File: src/design/i2cm_pkg.sv
// Shared types, bus phase codes and line-level decode for the I2C register master.
package i2cm_pkg;

  localparam int unsigned PhaseW = 6;

  localparam logic [PhaseW-1:0] PH_IDLE = 6'd0;
  localparam logic [PhaseW-1:0] PH_ST1  = 6'd1;
  localparam logic [PhaseW-1:0] PH_ST2  = 6'd2;
  localparam logic [PhaseW-1:0] PH_ST3  = 6'd3;
  localparam logic [PhaseW-1:0] PH_RS1  = 6'd4;
  localparam logic [PhaseW-1:0] PH_RS2  = 6'd5;
  localparam logic [PhaseW-1:0] PH_RS3  = 6'd6;
  localparam logic [PhaseW-1:0] PH_RS4  = 6'd7;
  localparam logic [PhaseW-1:0] PH_SEND = 6'd8;
  localparam logic [PhaseW-1:0] PH_RLO  = 6'd24;
  localparam logic [PhaseW-1:0] PH_RHI  = 6'd25;
  localparam logic [PhaseW-1:0] PH_MLO  = 6'd26;
  localparam logic [PhaseW-1:0] PH_MHI  = 6'd27;
  localparam logic [PhaseW-1:0] PH_MEND = 6'd28;
  localparam logic [PhaseW-1:0] PH_P1   = 6'd29;
  localparam logic [PhaseW-1:0] PH_P2   = 6'd30;
  localparam logic [PhaseW-1:0] PH_P3   = 6'd31;
  localparam logic [PhaseW-1:0] PH_E1   = 6'd32;
  localparam logic [PhaseW-1:0] PH_E2   = 6'd33;
  localparam logic [PhaseW-1:0] PH_E3   = 6'd34;

  // byte slots inside the send window, four phases per slot group
  localparam logic [1:0] SLOT_DEV  = 2'd0;
  localparam logic [1:0] SLOT_REG  = 2'd1;
  localparam logic [1:0] SLOT_DATA = 2'd2;

  // position inside one bit cell of the send window
  localparam logic [1:0] BIT_LO  = 2'd0;
  localparam logic [1:0] BIT_HI  = 2'd1;
  localparam logic [1:0] ACK_LO  = 2'd2;
  localparam logic [1:0] ACK_HI  = 2'd3;

  localparam logic       ACT_CMD  = 1'b0;
  localparam logic       ACT_TICK = 1'b1;

  localparam logic [1:0] ST_NONE  = 2'd0;
  localparam logic [1:0] ST_DONE  = 2'd1;
  localparam logic [1:0] ST_ABORT = 2'd2;

  localparam logic [9:0] ACK_TIMEOUT_RESET = 10'd1000;
  localparam logic [7:0] MSB_MASK          = 8'h80;

  typedef struct packed {
    logic       action;
    logic       is_read;
    logic [7:0] slave_addr;
    logic [7:0] reg_ptr;
    logic [7:0] write_data;
    logic [7:0] byte_count;
    logic       sda_in;
  } in_item_t;

  typedef struct packed {
    logic       scl_level;
    logic       sda_level;
    logic       read_valid;
    logic [7:0] read_byte;
    logic       last_byte;
    logic       busy_res;
    logic [1:0] status;
  } out_item_t;

  // returns {scl, sda} driven in a given phase
  function automatic logic [1:0] bus_levels(logic [PhaseW-1:0] ph, logic data_bit, logic ack);
    logic [PhaseW-1:0] sub;
    logic [1:0]        lv;
    sub = ph - PH_SEND;
    lv  = 2'b11;
    if (ph >= PH_SEND && ph < PH_RLO) begin
      unique case (sub[1:0])
        BIT_LO:  lv = {1'b0, data_bit};
        BIT_HI:  lv = {1'b1, data_bit};
        ACK_LO:  lv = 2'b01;
        default: lv = 2'b11;
      endcase
    end else begin
      unique case (ph)
        PH_ST2, PH_RS3, PH_P2, PH_E2: lv = 2'b10;
        PH_ST3, PH_RS4, PH_P1, PH_E1: lv = 2'b00;
        PH_RS1, PH_RLO:               lv = 2'b01;
        PH_MLO, PH_MEND:              lv = {1'b0, ack};
        PH_MHI:                       lv = {1'b1, ack};
        default:                      lv = 2'b11;
      endcase
    end
    return lv;
  endfunction

endpackage

File: src/design/i2cm_engine.sv
// Bus phase sequencer: transaction state registers and the per-item step logic.
module i2cm_engine
  import i2cm_pkg::*;
(
  input  logic      clk,
  input  logic      rst_n,
  input  logic      cfg_we,
  input  logic [9:0] cfg_wdata,
  input  logic      step_en,
  input  in_item_t  item,
  output out_item_t result
);

  logic [PhaseW-1:0] phase_r, phase_nxt;
  logic [3:0]        bit_index_r, bit_index_nxt;
  logic [7:0]        shift_byte_r, shift_byte_nxt;
  logic [7:0]        bytes_left_r, bytes_left_nxt;
  logic [9:0]        wait_count_r, wait_count_nxt;
  logic [7:0]        saved_device_r, saved_device_nxt;
  logic [7:0]        saved_register_r, saved_register_nxt;
  logic [7:0]        saved_data_r, saved_data_nxt;
  logic              saved_is_read_r, saved_is_read_nxt;
  logic [9:0]        ack_timeout_r;

  logic [PhaseW-1:0] send_off;
  logic [1:0]        slot;
  logic [1:0]        bit_pos;
  logic [10:0]       wait_inc;
  logic [7:0]        rx_shift;
  logic              last_left;
  logic [1:0]        lv;

  assign send_off  = phase_r - PH_SEND;
  assign slot      = send_off[3:2];
  assign bit_pos   = send_off[1:0];
  assign wait_inc  = {1'b0, wait_count_r} + 11'd1;
  assign rx_shift  = {shift_byte_r[6:0], item.sda_in};
  assign last_left = (bytes_left_r <= 8'd1);

  always_comb begin
    phase_nxt          = phase_r;
    bit_index_nxt      = bit_index_r;
    shift_byte_nxt     = shift_byte_r;
    bytes_left_nxt     = bytes_left_r;
    wait_count_nxt     = wait_count_r;
    saved_device_nxt   = saved_device_r;
    saved_register_nxt = saved_register_r;
    saved_data_nxt     = saved_data_r;
    saved_is_read_nxt  = saved_is_read_r;
    result             = '0;

    if (item.action == ACT_CMD) begin
      // a command is dropped while a transaction runs
      if (phase_r == PH_IDLE) begin
        saved_is_read_nxt  = item.is_read;
        saved_device_nxt   = item.slave_addr;
        saved_register_nxt = item.reg_ptr;
        saved_data_nxt     = item.write_data;
        bytes_left_nxt     = (item.byte_count == 8'd0) ? 8'd1 : item.byte_count;
        wait_count_nxt     = '0;
        bit_index_nxt      = '0;
        shift_byte_nxt     = '0;
        phase_nxt          = PH_ST1;
      end
    end else if (phase_r >= PH_SEND && phase_r < PH_RLO) begin
      unique case (bit_pos)
        BIT_LO: phase_nxt = phase_r + 6'd1;
        BIT_HI: begin
          if (bit_index_r >= 4'd7) begin
            phase_nxt = phase_r + 6'd1;
          end else begin
            shift_byte_nxt = {shift_byte_r[6:0], 1'b0};
            bit_index_nxt  = bit_index_r + 4'd1;
            phase_nxt      = phase_r - 6'd1;
          end
        end
        ACK_LO: begin
          wait_count_nxt = '0;
          phase_nxt      = phase_r + 6'd1;
        end
        default: begin
          if (!item.sda_in) begin
            bit_index_nxt = '0;
            priority if (slot == SLOT_DEV) begin
              shift_byte_nxt = saved_register_r;
              phase_nxt      = PH_SEND + 6'd4;
            end else if (slot == SLOT_REG && saved_is_read_r) begin
              bit_index_nxt = bit_index_r;
              phase_nxt     = PH_RS1;
            end else if (slot == SLOT_REG) begin
              shift_byte_nxt = saved_data_r;
              phase_nxt      = PH_SEND + 6'd8;
            end else if (slot == SLOT_DATA) begin
              bit_index_nxt = bit_index_r;
              phase_nxt     = PH_P1;
            end else begin
              shift_byte_nxt = '0;
              phase_nxt      = PH_RLO;
            end
          end else if (wait_inc >= {1'b0, ack_timeout_r}) begin
            phase_nxt = PH_E1;
          end else begin
            wait_count_nxt = wait_inc[9:0];
          end
        end
      endcase
    end else begin
      unique case (phase_r)
        PH_IDLE: ;
        PH_ST1, PH_ST2, PH_RS1, PH_RS2, PH_RS3, PH_RLO, PH_MLO, PH_MHI,
        PH_P1, PH_P2, PH_E1, PH_E2:
          phase_nxt = phase_r + 6'd1;
        PH_ST3: begin
          shift_byte_nxt = saved_device_r;
          bit_index_nxt  = '0;
          phase_nxt      = PH_SEND;
        end
        PH_RS4: begin
          shift_byte_nxt = saved_device_r + 8'd1;
          bit_index_nxt  = '0;
          phase_nxt      = PH_SEND + 6'd12;
        end
        PH_RHI: begin
          shift_byte_nxt = rx_shift;
          if (bit_index_r >= 4'd7) begin
            result.read_valid = 1'b1;
            result.read_byte  = rx_shift;
            result.last_byte  = last_left;
            phase_nxt         = PH_MLO;
          end else begin
            bit_index_nxt = bit_index_r + 4'd1;
            phase_nxt     = PH_RLO;
          end
        end
        PH_MEND: begin
          if (last_left) begin
            phase_nxt = PH_P1;
          end else begin
            bytes_left_nxt = bytes_left_r - 8'd1;
            shift_byte_nxt = '0;
            bit_index_nxt  = '0;
            phase_nxt      = PH_RLO;
          end
        end
        PH_P3: begin
          phase_nxt     = PH_IDLE;
          result.status = ST_DONE;
        end
        PH_E3: begin
          phase_nxt     = PH_IDLE;
          result.status = ST_ABORT;
        end
        default: phase_nxt = PH_IDLE;
      endcase
    end

    lv = bus_levels(phase_nxt, |(shift_byte_nxt & MSB_MASK), bytes_left_nxt <= 8'd1);
    result.scl_level = lv[1];
    result.sda_level = lv[0];
    result.busy_res  = (phase_nxt != PH_IDLE);
  end

  always_ff @(posedge clk) begin
    if (!rst_n) begin
      phase_r          <= PH_IDLE;
      bit_index_r      <= '0;
      shift_byte_r     <= '0;
      bytes_left_r     <= '0;
      wait_count_r     <= '0;
      saved_device_r   <= '0;
      saved_register_r <= '0;
      saved_data_r     <= '0;
      saved_is_read_r  <= 1'b0;
      ack_timeout_r    <= ACK_TIMEOUT_RESET;
    end else begin
      if (cfg_we) begin
        ack_timeout_r <= cfg_wdata;
      end
      if (step_en) begin
        phase_r          <= phase_nxt;
        bit_index_r      <= bit_index_nxt;
        shift_byte_r     <= shift_byte_nxt;
        bytes_left_r     <= bytes_left_nxt;
        wait_count_r     <= wait_count_nxt;
        saved_device_r   <= saved_device_nxt;
        saved_register_r <= saved_register_nxt;
        saved_data_r     <= saved_data_nxt;
        saved_is_read_r  <= saved_is_read_nxt;
      end
    end
  end

endmodule

File: src/design/i2c_register_master.sv
// Top level: input register, phase sequencer and result register with valid/stall handshake.
// An accepted item waits in the input register until it advances into the output register.
// One item per clock while the output is not stalled; the sequencer takes one step per item.
// The input register frees whenever the output register is empty or being taken.
// Reset (rst_n low, synchronous): both stages empty, bus phase idle,
// ack timeout back to 1000.
module i2c_register_master
  import i2cm_pkg::*;
(
  input  logic      clk,
  input  logic      rst_n,
  input  logic      in_valid,
  output logic      in_stall,
  input  in_item_t  in_data,
  output logic      out_valid,
  input  logic      out_stall,
  output out_item_t out_data,
  input  logic      cfg_we,
  input  logic [9:0] cfg_wdata
);

  logic      s1_valid_r;
  in_item_t  s1_data_r;
  logic      out_valid_r;
  out_item_t out_data_r;
  logic      s1_adv;
  logic      s1_load;
  out_item_t step_res;

  assign s1_adv    = s1_valid_r && !(out_valid_r && out_stall);
  assign in_stall  = s1_valid_r && !s1_adv;
  assign s1_load   = in_valid && !in_stall;
  assign out_valid = out_valid_r;
  assign out_data  = out_data_r;

  i2cm_engine u_engine (
    .clk       (clk),
    .rst_n     (rst_n),
    .cfg_we    (cfg_we),
    .cfg_wdata (cfg_wdata),
    .step_en   (s1_adv),
    .item      (s1_data_r),
    .result    (step_res)
  );

  always_ff @(posedge clk) begin
    if (!rst_n) begin
      s1_valid_r  <= 1'b0;
      out_valid_r <= 1'b0;
    end else begin
      if (s1_load) begin
        s1_valid_r <= 1'b1;
      end else if (s1_adv) begin
        s1_valid_r <= 1'b0;
      end
      if (s1_adv) begin
        out_valid_r <= 1'b1;
      end else if (!out_stall) begin
        out_valid_r <= 1'b0;
      end
    end
  end

  always_ff @(posedge clk) begin
    if (s1_load) begin
      s1_data_r <= in_data;
    end
    if (s1_adv) begin
      out_data_r <= step_res;
    end
  end

  // ending status only on the transaction that returns to idle
  a_status_idle: assert property (@(posedge clk) disable iff (!rst_n)
    (out_valid_r && out_data_r.status != ST_NONE) |-> !out_data_r.busy_res)
    else $error("completion status reported while still busy");

  a_rx_busy: assert property (@(posedge clk) disable iff (!rst_n)
    (out_valid_r && out_data_r.read_valid) |-> out_data_r.busy_res)
    else $error("received byte reported outside a transaction");

  a_stall_src: assert property (@(posedge clk) disable iff (!rst_n)
    in_stall |-> (s1_valid_r && out_valid_r && out_stall))
    else $error("input stalled without a blocked result");

  a_status_code: assert property (@(posedge clk) disable iff (!rst_n)
    out_valid_r |-> (out_data_r.status != 2'd3))
    else $error("undefined status code");

  a_step_result: assert property (@(posedge clk) disable iff (!rst_n)
    s1_adv |=> out_valid_r)
    else $error("processed transaction did not reach the output register");

endmodule

File: config.mk
export PLATFORM = sky130hd
export DESIGN_NAME = i2c_register_master
export DESIGN_NICKNAME = d
export VERILOG_FILES = /design/src/design/i2cm_pkg.sv /design/src/design/i2cm_engine.sv /design/src/design/i2c_register_master.sv
export SDC_FILE = /design/constraint.sdc
export NUM_CORES = 1
export LEC_CHECK = 0
export ABC_AREA = 1
export BUFFER_PORTS_ARGS = -buffer_cell sky130_fd_sc_hd__buf_2
export CAP_MARGIN = 20
export CORE_ASPECT_RATIO = 0.8
export CORE_UTILIZATION = 60
export DETAILED_ROUTE_END_ITERATION = 10
export GPL_TIMING_DRIVEN = 0
export PLACE_DENSITY = 0.88
export SKIP_LAST_GASP = 1
export SLEW_MARGIN = 20
export SYNTH_ARGS = -nofsm -noshare
export SYNTH_HDL_FRONTEND = slang
export SYNTH_SLANG_ARGS = --single-unit
export TNS_END_PERCENT = 1
File: constraint.sdc
create_clock -name clk -period 4.2 [get_ports clk]
set_input_delay 0.63 -clock clk [delete_from_list [all_inputs] [get_ports clk]]
set_output_delay 0.63 -clock clk [all_outputs]
set_load 0.02 [all_outputs]
==> results of run 1 <==
## cell usage in the layout (no fill, tap or decap), types with 4 or more instances in the layout
master	synthesis	layout
dfxtp_1	73	73
inv_1	114	113
a31oi_1	5	5
clkbuf_1	20	20
buf_2	2	68
o21ai_0	66	66
nor3_1	8	8
o211ai_1	4	4
a21oi_1	73	73
nand2_2	13	13
nand3b_1	4	4
ha_1	22	22
nand2_1	145	145
clkbuf_16	0	17
nor2_1	106	106
nor2_2	9	9
clkinv_1	4	4
inv_2	10	11
nand3_2	4	4
buf_6	4	4
a21oi_2	4	4
xor2_1	14	14
edfxtp_1	50	50
clkinv_4	0	4
o22ai_1	7	7
a211oi_1	9	9
nand3_1	60	60
## synthesized netlist by cell type (5+ instances only)
| master | n |
|---|---|
| edfxtp_1 | 50 |
| xor2_1 | 14 |
| a211oi_1 | 9 |
| nor3_1 | 8 |
| o21ai_0 | 66 |
| ha_1 | 22 |
| clkbuf_1 | 20 |
| a21oi_1 | 73 |
| nand2_2 | 13 |
| o22ai_1 | 7 |
| nand2_1 | 145 |
| inv_2 | 10 |
| nand3_1 | 60 |
| dfxtp_1 | 73 |
| inv_1 | 114 |
| a31oi_1 | 5 |
| nor2_2 | 9 |
| nor2_1 | 106 |
## final timing paths
check,from,to,slack [ns],depth (start not counted)
setup / recovery,u_engine.wait_count_r[0]$_SDFFE_PN0P_,out_data[13]$_DFFE_PP_,0.63,20
setup reg to reg,u_engine.wait_count_r[0]$_SDFFE_PN0P_,out_data[13]$_DFFE_PP_,0.63,20
hold / removal,in_data[30],s1_data_r[30]$_DFFE_PP_,0.38,1
hold reg to reg,u_engine.saved_register_r[3]$_SDFFE_PN0P_,u_engine.saved_register_r[3]$_SDFFE_PN0P_,0.47,2
## layout make-up
class	count	area, µm²
clock inverters	13	133.9
flip-flops and latches	123	2963
repair buffers	66	330.3
well taps	144	180.2
clock buffers	19	442.9
fillers	846	3042
multi-input cells	600	3244
inverters	130	493.0
plain buffers	28	146.4
## per-layer routing
layer  global-route usage, %  vias up
li1                        -     3102
met1                   43.54     2929
met2                   51.22      390
met3                   6.279       60
met4                   14.06        0
met5                       0        -
## through the flow
step	hold slack (ns)	area [µm²]	power, mW	setup WS [ns]
after floorplan	0.4245	6845	1.713	1.238
after global placement	0.4460	7356	1.839	0.7906
after detailed placement	0.4576	7357	1.849	0.7637
after CTS	0.3725	7934	3.255	0.6782
after global routing	0.3701	7934	3.379	0.3026
final	0.3769	7934	3.265	0.6334
## cells by family after synthesis
group,after synthesis
AND/OR/NAND/NOR,370
AO/OA/AOI/OAI,194
buffers and inverters,158
flip-flops,123
adder cells (fa/ha/maj),22
XOR/XNOR,14
## sequential cells by signal, summed over array words and instances, names as in the netlist, 8 cells and up
register	cells
u_engine.saved_data_r	8
u_engine.saved_register_r	8
s1_data_r	35
u_engine.ack_timeout_r	10
u_engine.wait_count_r	10
u_engine.saved_device_r	8
out_data	15
u_engine.bytes_left_r	8
u_engine.shift_byte_r	8
## report_power, final
part / switching, mW / internal, mW / leakage (nW) / total (mW)
registers: 0.0352 / 1.31 / 1.08 / 1.35
clock network: 0.577 / 0.844 / 0.278 / 1.42
logic: 0.339 / 0.160 / 2.16 / 0.499
==> impl_metrics.yaml, run 1 <==
worst_setup_path:
  path_common_cell: "nand2_1"
  cpPeakStageDelay_ns: 0.37
  worst-endpoint-arrival_ns: 3.74
  cp_max_fo: 7
  cp_num_buf_inv: 0
  required_ns: 4.38
  startpoint_type: "flop"
  endpoint_kind: "flop"
  path_cells: "ha_1 > nand2_1 > nor2_1 > nand2_1 > xor2_1 > ha_1 > a21oi_1 > o21bai_1 > nor2_1 > nand3_1 > nand2_1 > nand2_1 > nand2_1 > nand2_2 > nor2_1 > nand4_1 > nand2_1 > nor2_1 > nand2_1 > a21oi_2"
  path_class: "flop to flop"
  critical_path.slowest_cell: "dfxtp_1"
  crit_family: "simple AND/OR/NAND/NOR gates"
route:
  wl_per_cell_um: 16.22
  postRouteAntennaNets: 0
  wl_met2_um: 8070
  met1Wirelength_um: 7813
  drc_errors: 0
  met3_wirelength_um: 1752
  vias: 6481
  detail_route.wirelength_um: 18220
  drt_first_pass_iters: 9
  highest_layer: "met4"
  drt_iter0_drc: 773
  via_per_inst: 5.771
synthesis:
  synthMuxAreaShare_pct: 0
  synth-compound-area-share_pct: 16.47
  syn_nets: 953
  synthSimpleGateAreaFrac_pct: 25.11
  synth_edf_count: 50
  synth-main-ff-cell: "dfxtp_1"
  yosys-top-cells-area: "edfxtp_1 (22%), dfxtp_1 (21%), nand2_1 (8.0%)"
  synth-adder-area-share_pct: 4.021
  ys_types: 50
  ys_seq_area_share_pct: 43.28
  synth_cells: 881
  yosys_register_bits: 123
  synth_top_area_share_pct: 21.93
  synth_top_family_by_area: "simple AND/OR/NAND/NOR gates"
  yosysTopAreaCell: "edfxtp_1"
  async_flop_share_pct: 0
  yosysWarnings: 0
  synthXorXnorAreaFrac_pct: 1.791
  syn_area_um2: 6845
  avgSynthCellArea_um2: 7.770
timing:
  finalCritPeriodShare_pct: 84.92
  finalSetupViolations: 0
  hold_violations: 0
  final.setup.tns_ns: 0
  drv_slew: 0
  rsz0062_at_grt: "false"
  fin_crit_ns: 3.567
  fmax_ghz: 0.2804
  finClkSkew_ns: 0.007228
  relSlewSlack_pct: 45.20
  worst_slew_pin_slew_ns: 0.8134
clocking:
  ctsResizeCount: 0
  postCtsHoldBufs: 0
  tritoncts: "done"
  htreeDepth: 4
  clk_latency_ns: 0.42
  clock-sinks: 123
  clock-root-buffer: "clkbuf_16"
  clk_path_buf_depth: 2
  cts_setup_buffers: 0
  cts-buffers-inserted: 17
  path_clk_slew_ns: 0.06
place:
  dp_cells: 1091
  io_buffers: 66
  routabilityCongestion: 0.9864
  dpl.hpwl_um: 12800
layout:
  area_growth_pct: 15.90
  layout-drive-gt1-share_pct: 16.75
  final_nets: 1038
  n_antenna_cell: 0
  fin_util_pct: 72.29
  fin_cells: 1123
status:
  outcome: "completed"
grt:
  grt_use_total_pct: 32.58
  antenna_found_initial: 0
  grt_first_pass_wirelength_um: 29760
  grt_pass1_vias: 6211
  grt_max_degree: 36
  gr-total-overflow: 0
floorplanning:
  fp-row-count: 34
  ios: 67
  die_area_um2: 11840
  die_w_um: 121.4
  die_y_um: 97.54
  coreArea_um2: 10980
  start_util_pct: 62.37
worst_hold_path:
  hold_path.class: "primary input to flop"
power_and_ir_drop:
  vdd_drop_max_mv: 0.3939
  power_density_nw_per_um2: 411.5
  leakage_nw: 3.524
flow_run:
  drv_cap: 0
Power figures use the tool's default switching activity.
==> run 2, diff against run 1 <==
==> constraint.sdc (replaced) <==
create_clock -name clk -period 3.66 [get_ports clk]
set_input_delay 0.549 -clock clk [delete_from_list [all_inputs] [get_ports clk]]
set_output_delay 0.549 -clock clk [all_outputs]
set_load 0.02 [all_outputs]
==> impl_metrics.yaml, run 2 (synthesized netlist as in run 1, its figures left out) <==
place:
  dp_slack_ns: 0.2237
  dp_cells: 1091
  routabilityCongestion: 0.9864
  dpl.hpwl_um: 12800
  io_buffers: 66
timing:
  finalCritPeriodShare_pct: 93.82
  setup_slack_ns: 0.2262
  finalSetupViolations: 0
  finClkSkew_ns: 0.007724
  final.setup.tns_ns: 0
  relSlewSlack_pct: 45.73
  hold_violations: 0
  fmax_ghz: 0.2912
  fin_crit_ns: 3.434
  worst_slew_pin_slew_ns: 0.8056
  drv_slew: 0
grt:
  antenna_found_initial: 0
  gr-total-overflow: 0
  grt_pass1_vias: 6211
  grt_use_total_pct: 32.58
  grt_first_pass_wirelength_um: 29760
  grt_max_degree: 36
route:
  met3_wirelength_um: 1790
  drt_first_pass_iters: 6
  postRouteAntennaNets: 0
  vias: 6425
  met1Wirelength_um: 7832
  wl_per_cell_um: 16.27
  drt_iter0_drc: 890
  wl_met2_um: 8041
  detail_route.wirelength_um: 18270
  highest_layer: "met4"
  via_per_inst: 5.721
  drc_errors: 0
clocking:
  ctsResizeCount: 0
  cts_setup_buffers: 0
  tritoncts: "done"
  postCtsHoldBufs: 0
  cts-buffers-inserted: 17
  clock-sinks: 123
  clk_path_buf_depth: 2
  clk_latency_ns: 0.43
  htreeDepth: 4
  clock-root-buffer: "clkbuf_16"
  path_clk_slew_ns: 0.06
worst_setup_path:
  r2r_slack_ns: 0.23
  critical_path.slowest_cell: "dfxtp_1"
  r2r_cells: 25
  worst-endpoint-arrival_ns: 3.61
  path_class: "flop to flop"
  startpoint_type: "flop"
  reg2reg_from: "u_engine.wait_count_r[2]$_SDFFE_PN0P_"
  required_ns: 3.84
  cpPeakStageDelay_ns: 0.39
  cp_max_fo: 8
  r2r-end: "out_data[13]$_DFFE_PP_"
  endpoint_kind: "flop"
  path_common_cell: "nand2_1"
power_and_ir_drop:
  power_density_nw_per_um2: 471.5
  leakage_nw: 3.536
  vdd_drop_max_mv: 0.4548
floorplanning:
  ios: 67
  fp-row-count: 34
  die_y_um: 97.54
  die_w_um: 121.4
  die_area_um2: 11840
  coreArea_um2: 10980
  start_util_pct: 62.37
flow_run:
  drv_cap: 0
status:
  outcome: "completed"
worst_hold_path:
  hold_path.class: "primary input to flop"
  worstHoldStart: "in_data[16]"
  min_path_cells: 1
  holdPathEnd: "s1_data_r[16]$_DFFE_PP_"
layout:
  fin_cells: 1123
  layout-drive-gt1-share_pct: 17.26
  regArea_um2: 2963
  n_antenna_cell: 0
  final_nets: 1038
  fill_cells: 840
  multi_input_area_um2: 3268
  final_common_cell: "nand2_1"
  fin_util_pct: 72.50
  area_growth_pct: 16.25
  most-common-layout-cells: "nand2_1 (144), inv_1 (113), nor2_1 (103)"
  largest_register: "s1_data_r"
  largest_reg_flops: 35
-- run 2: cell count changes in the layout (fill, tap and decap cells not counted) --
cell	previous run	this run
nor2_1	106	103
nor2_4	3	5
o21bai_2	0	1
o21bai_1	3	2
nor2_2	9	10
nand2_2	13	14
nand2_1	145	144
-- run 2: final cells by class --
type	count	share of cell area (%)
plain buffers	28	1.840
clock buffers	19	5.566
clock inverters	13	1.682
inverters	130	6.195
multi-input cells	600	41.07
flip-flops and latches	123	37.23
well taps	144	2.264
repair buffers	66	4.151
-- run 2: stage by stage --
stage | hold slack [ns] | instance area, µm² | total power, mW
after floorplan | 0.4245 | 6845 | 1.966
after global placement | 0.4460 | 7356 | 2.110
after detailed placement | 0.4576 | 7357 | 2.122
after CTS | 0.2915 | 7934 | 3.736
after global routing | 0.2891 | 7958 | 3.884
final | 0.2955 | 7958 | 3.752
-- run 2: worst max path at each step --
stage,startpoint,end,cells after the start
2_1_floorplan,u_engine.wait_count_r[2]$_SDFFE_PN0P_,out_data[14]$_DFFE_PP_,25
3_3_place_gp,u_engine.wait_count_r[2]$_SDFFE_PN0P_,out_data[14]$_DFFE_PP_,25
3_5_place_dp,u_engine.wait_count_r[2]$_SDFFE_PN0P_,out_data[13]$_DFFE_PP_,25
4_1_cts,u_engine.wait_count_r[0]$_SDFFE_PN0P_,out_data[13]$_DFFE_PP_,22
5_1_grt,u_engine.wait_count_r[2]$_SDFFE_PN0P_,out_data[13]$_DFFE_PP_,25
6_report,u_engine.wait_count_r[2]$_SDFFE_PN0P_,out_data[13]$_DFFE_PP_,25
-- run 2: power breakdown --
part / internal [mW] / leakage (nW) / total [mW] / switching [mW]
Combinational: 0.185 / 2.18 / 0.575 / 0.390
Clock: 0.968 / 0.278 / 1.63 / 0.665
Sequential: 1.50 / 1.08 / 1.54 / 0.0406
Total: 2.66 / 3.54 / 3.75 / 1.10
-- run 2: critical path: cells and delay by family (launching register included) --
family	cells	cell delay, ns
and+or+nand+nor	19	1.91
DFF	1	0.39
adders and majority gates	1	0.29
xor gates and xnor gates	1	0.22
buffers and inverters	2	0.19
AOI/OAI and AO/OA	2	0.17
-- run 2: metal layers --
layer  up-vias  GRT usage [%]
met3        62          6.279
met1      2887          43.54
met4         0          14.06
met2       372          51.22
met5         -              0
li1       3104              -
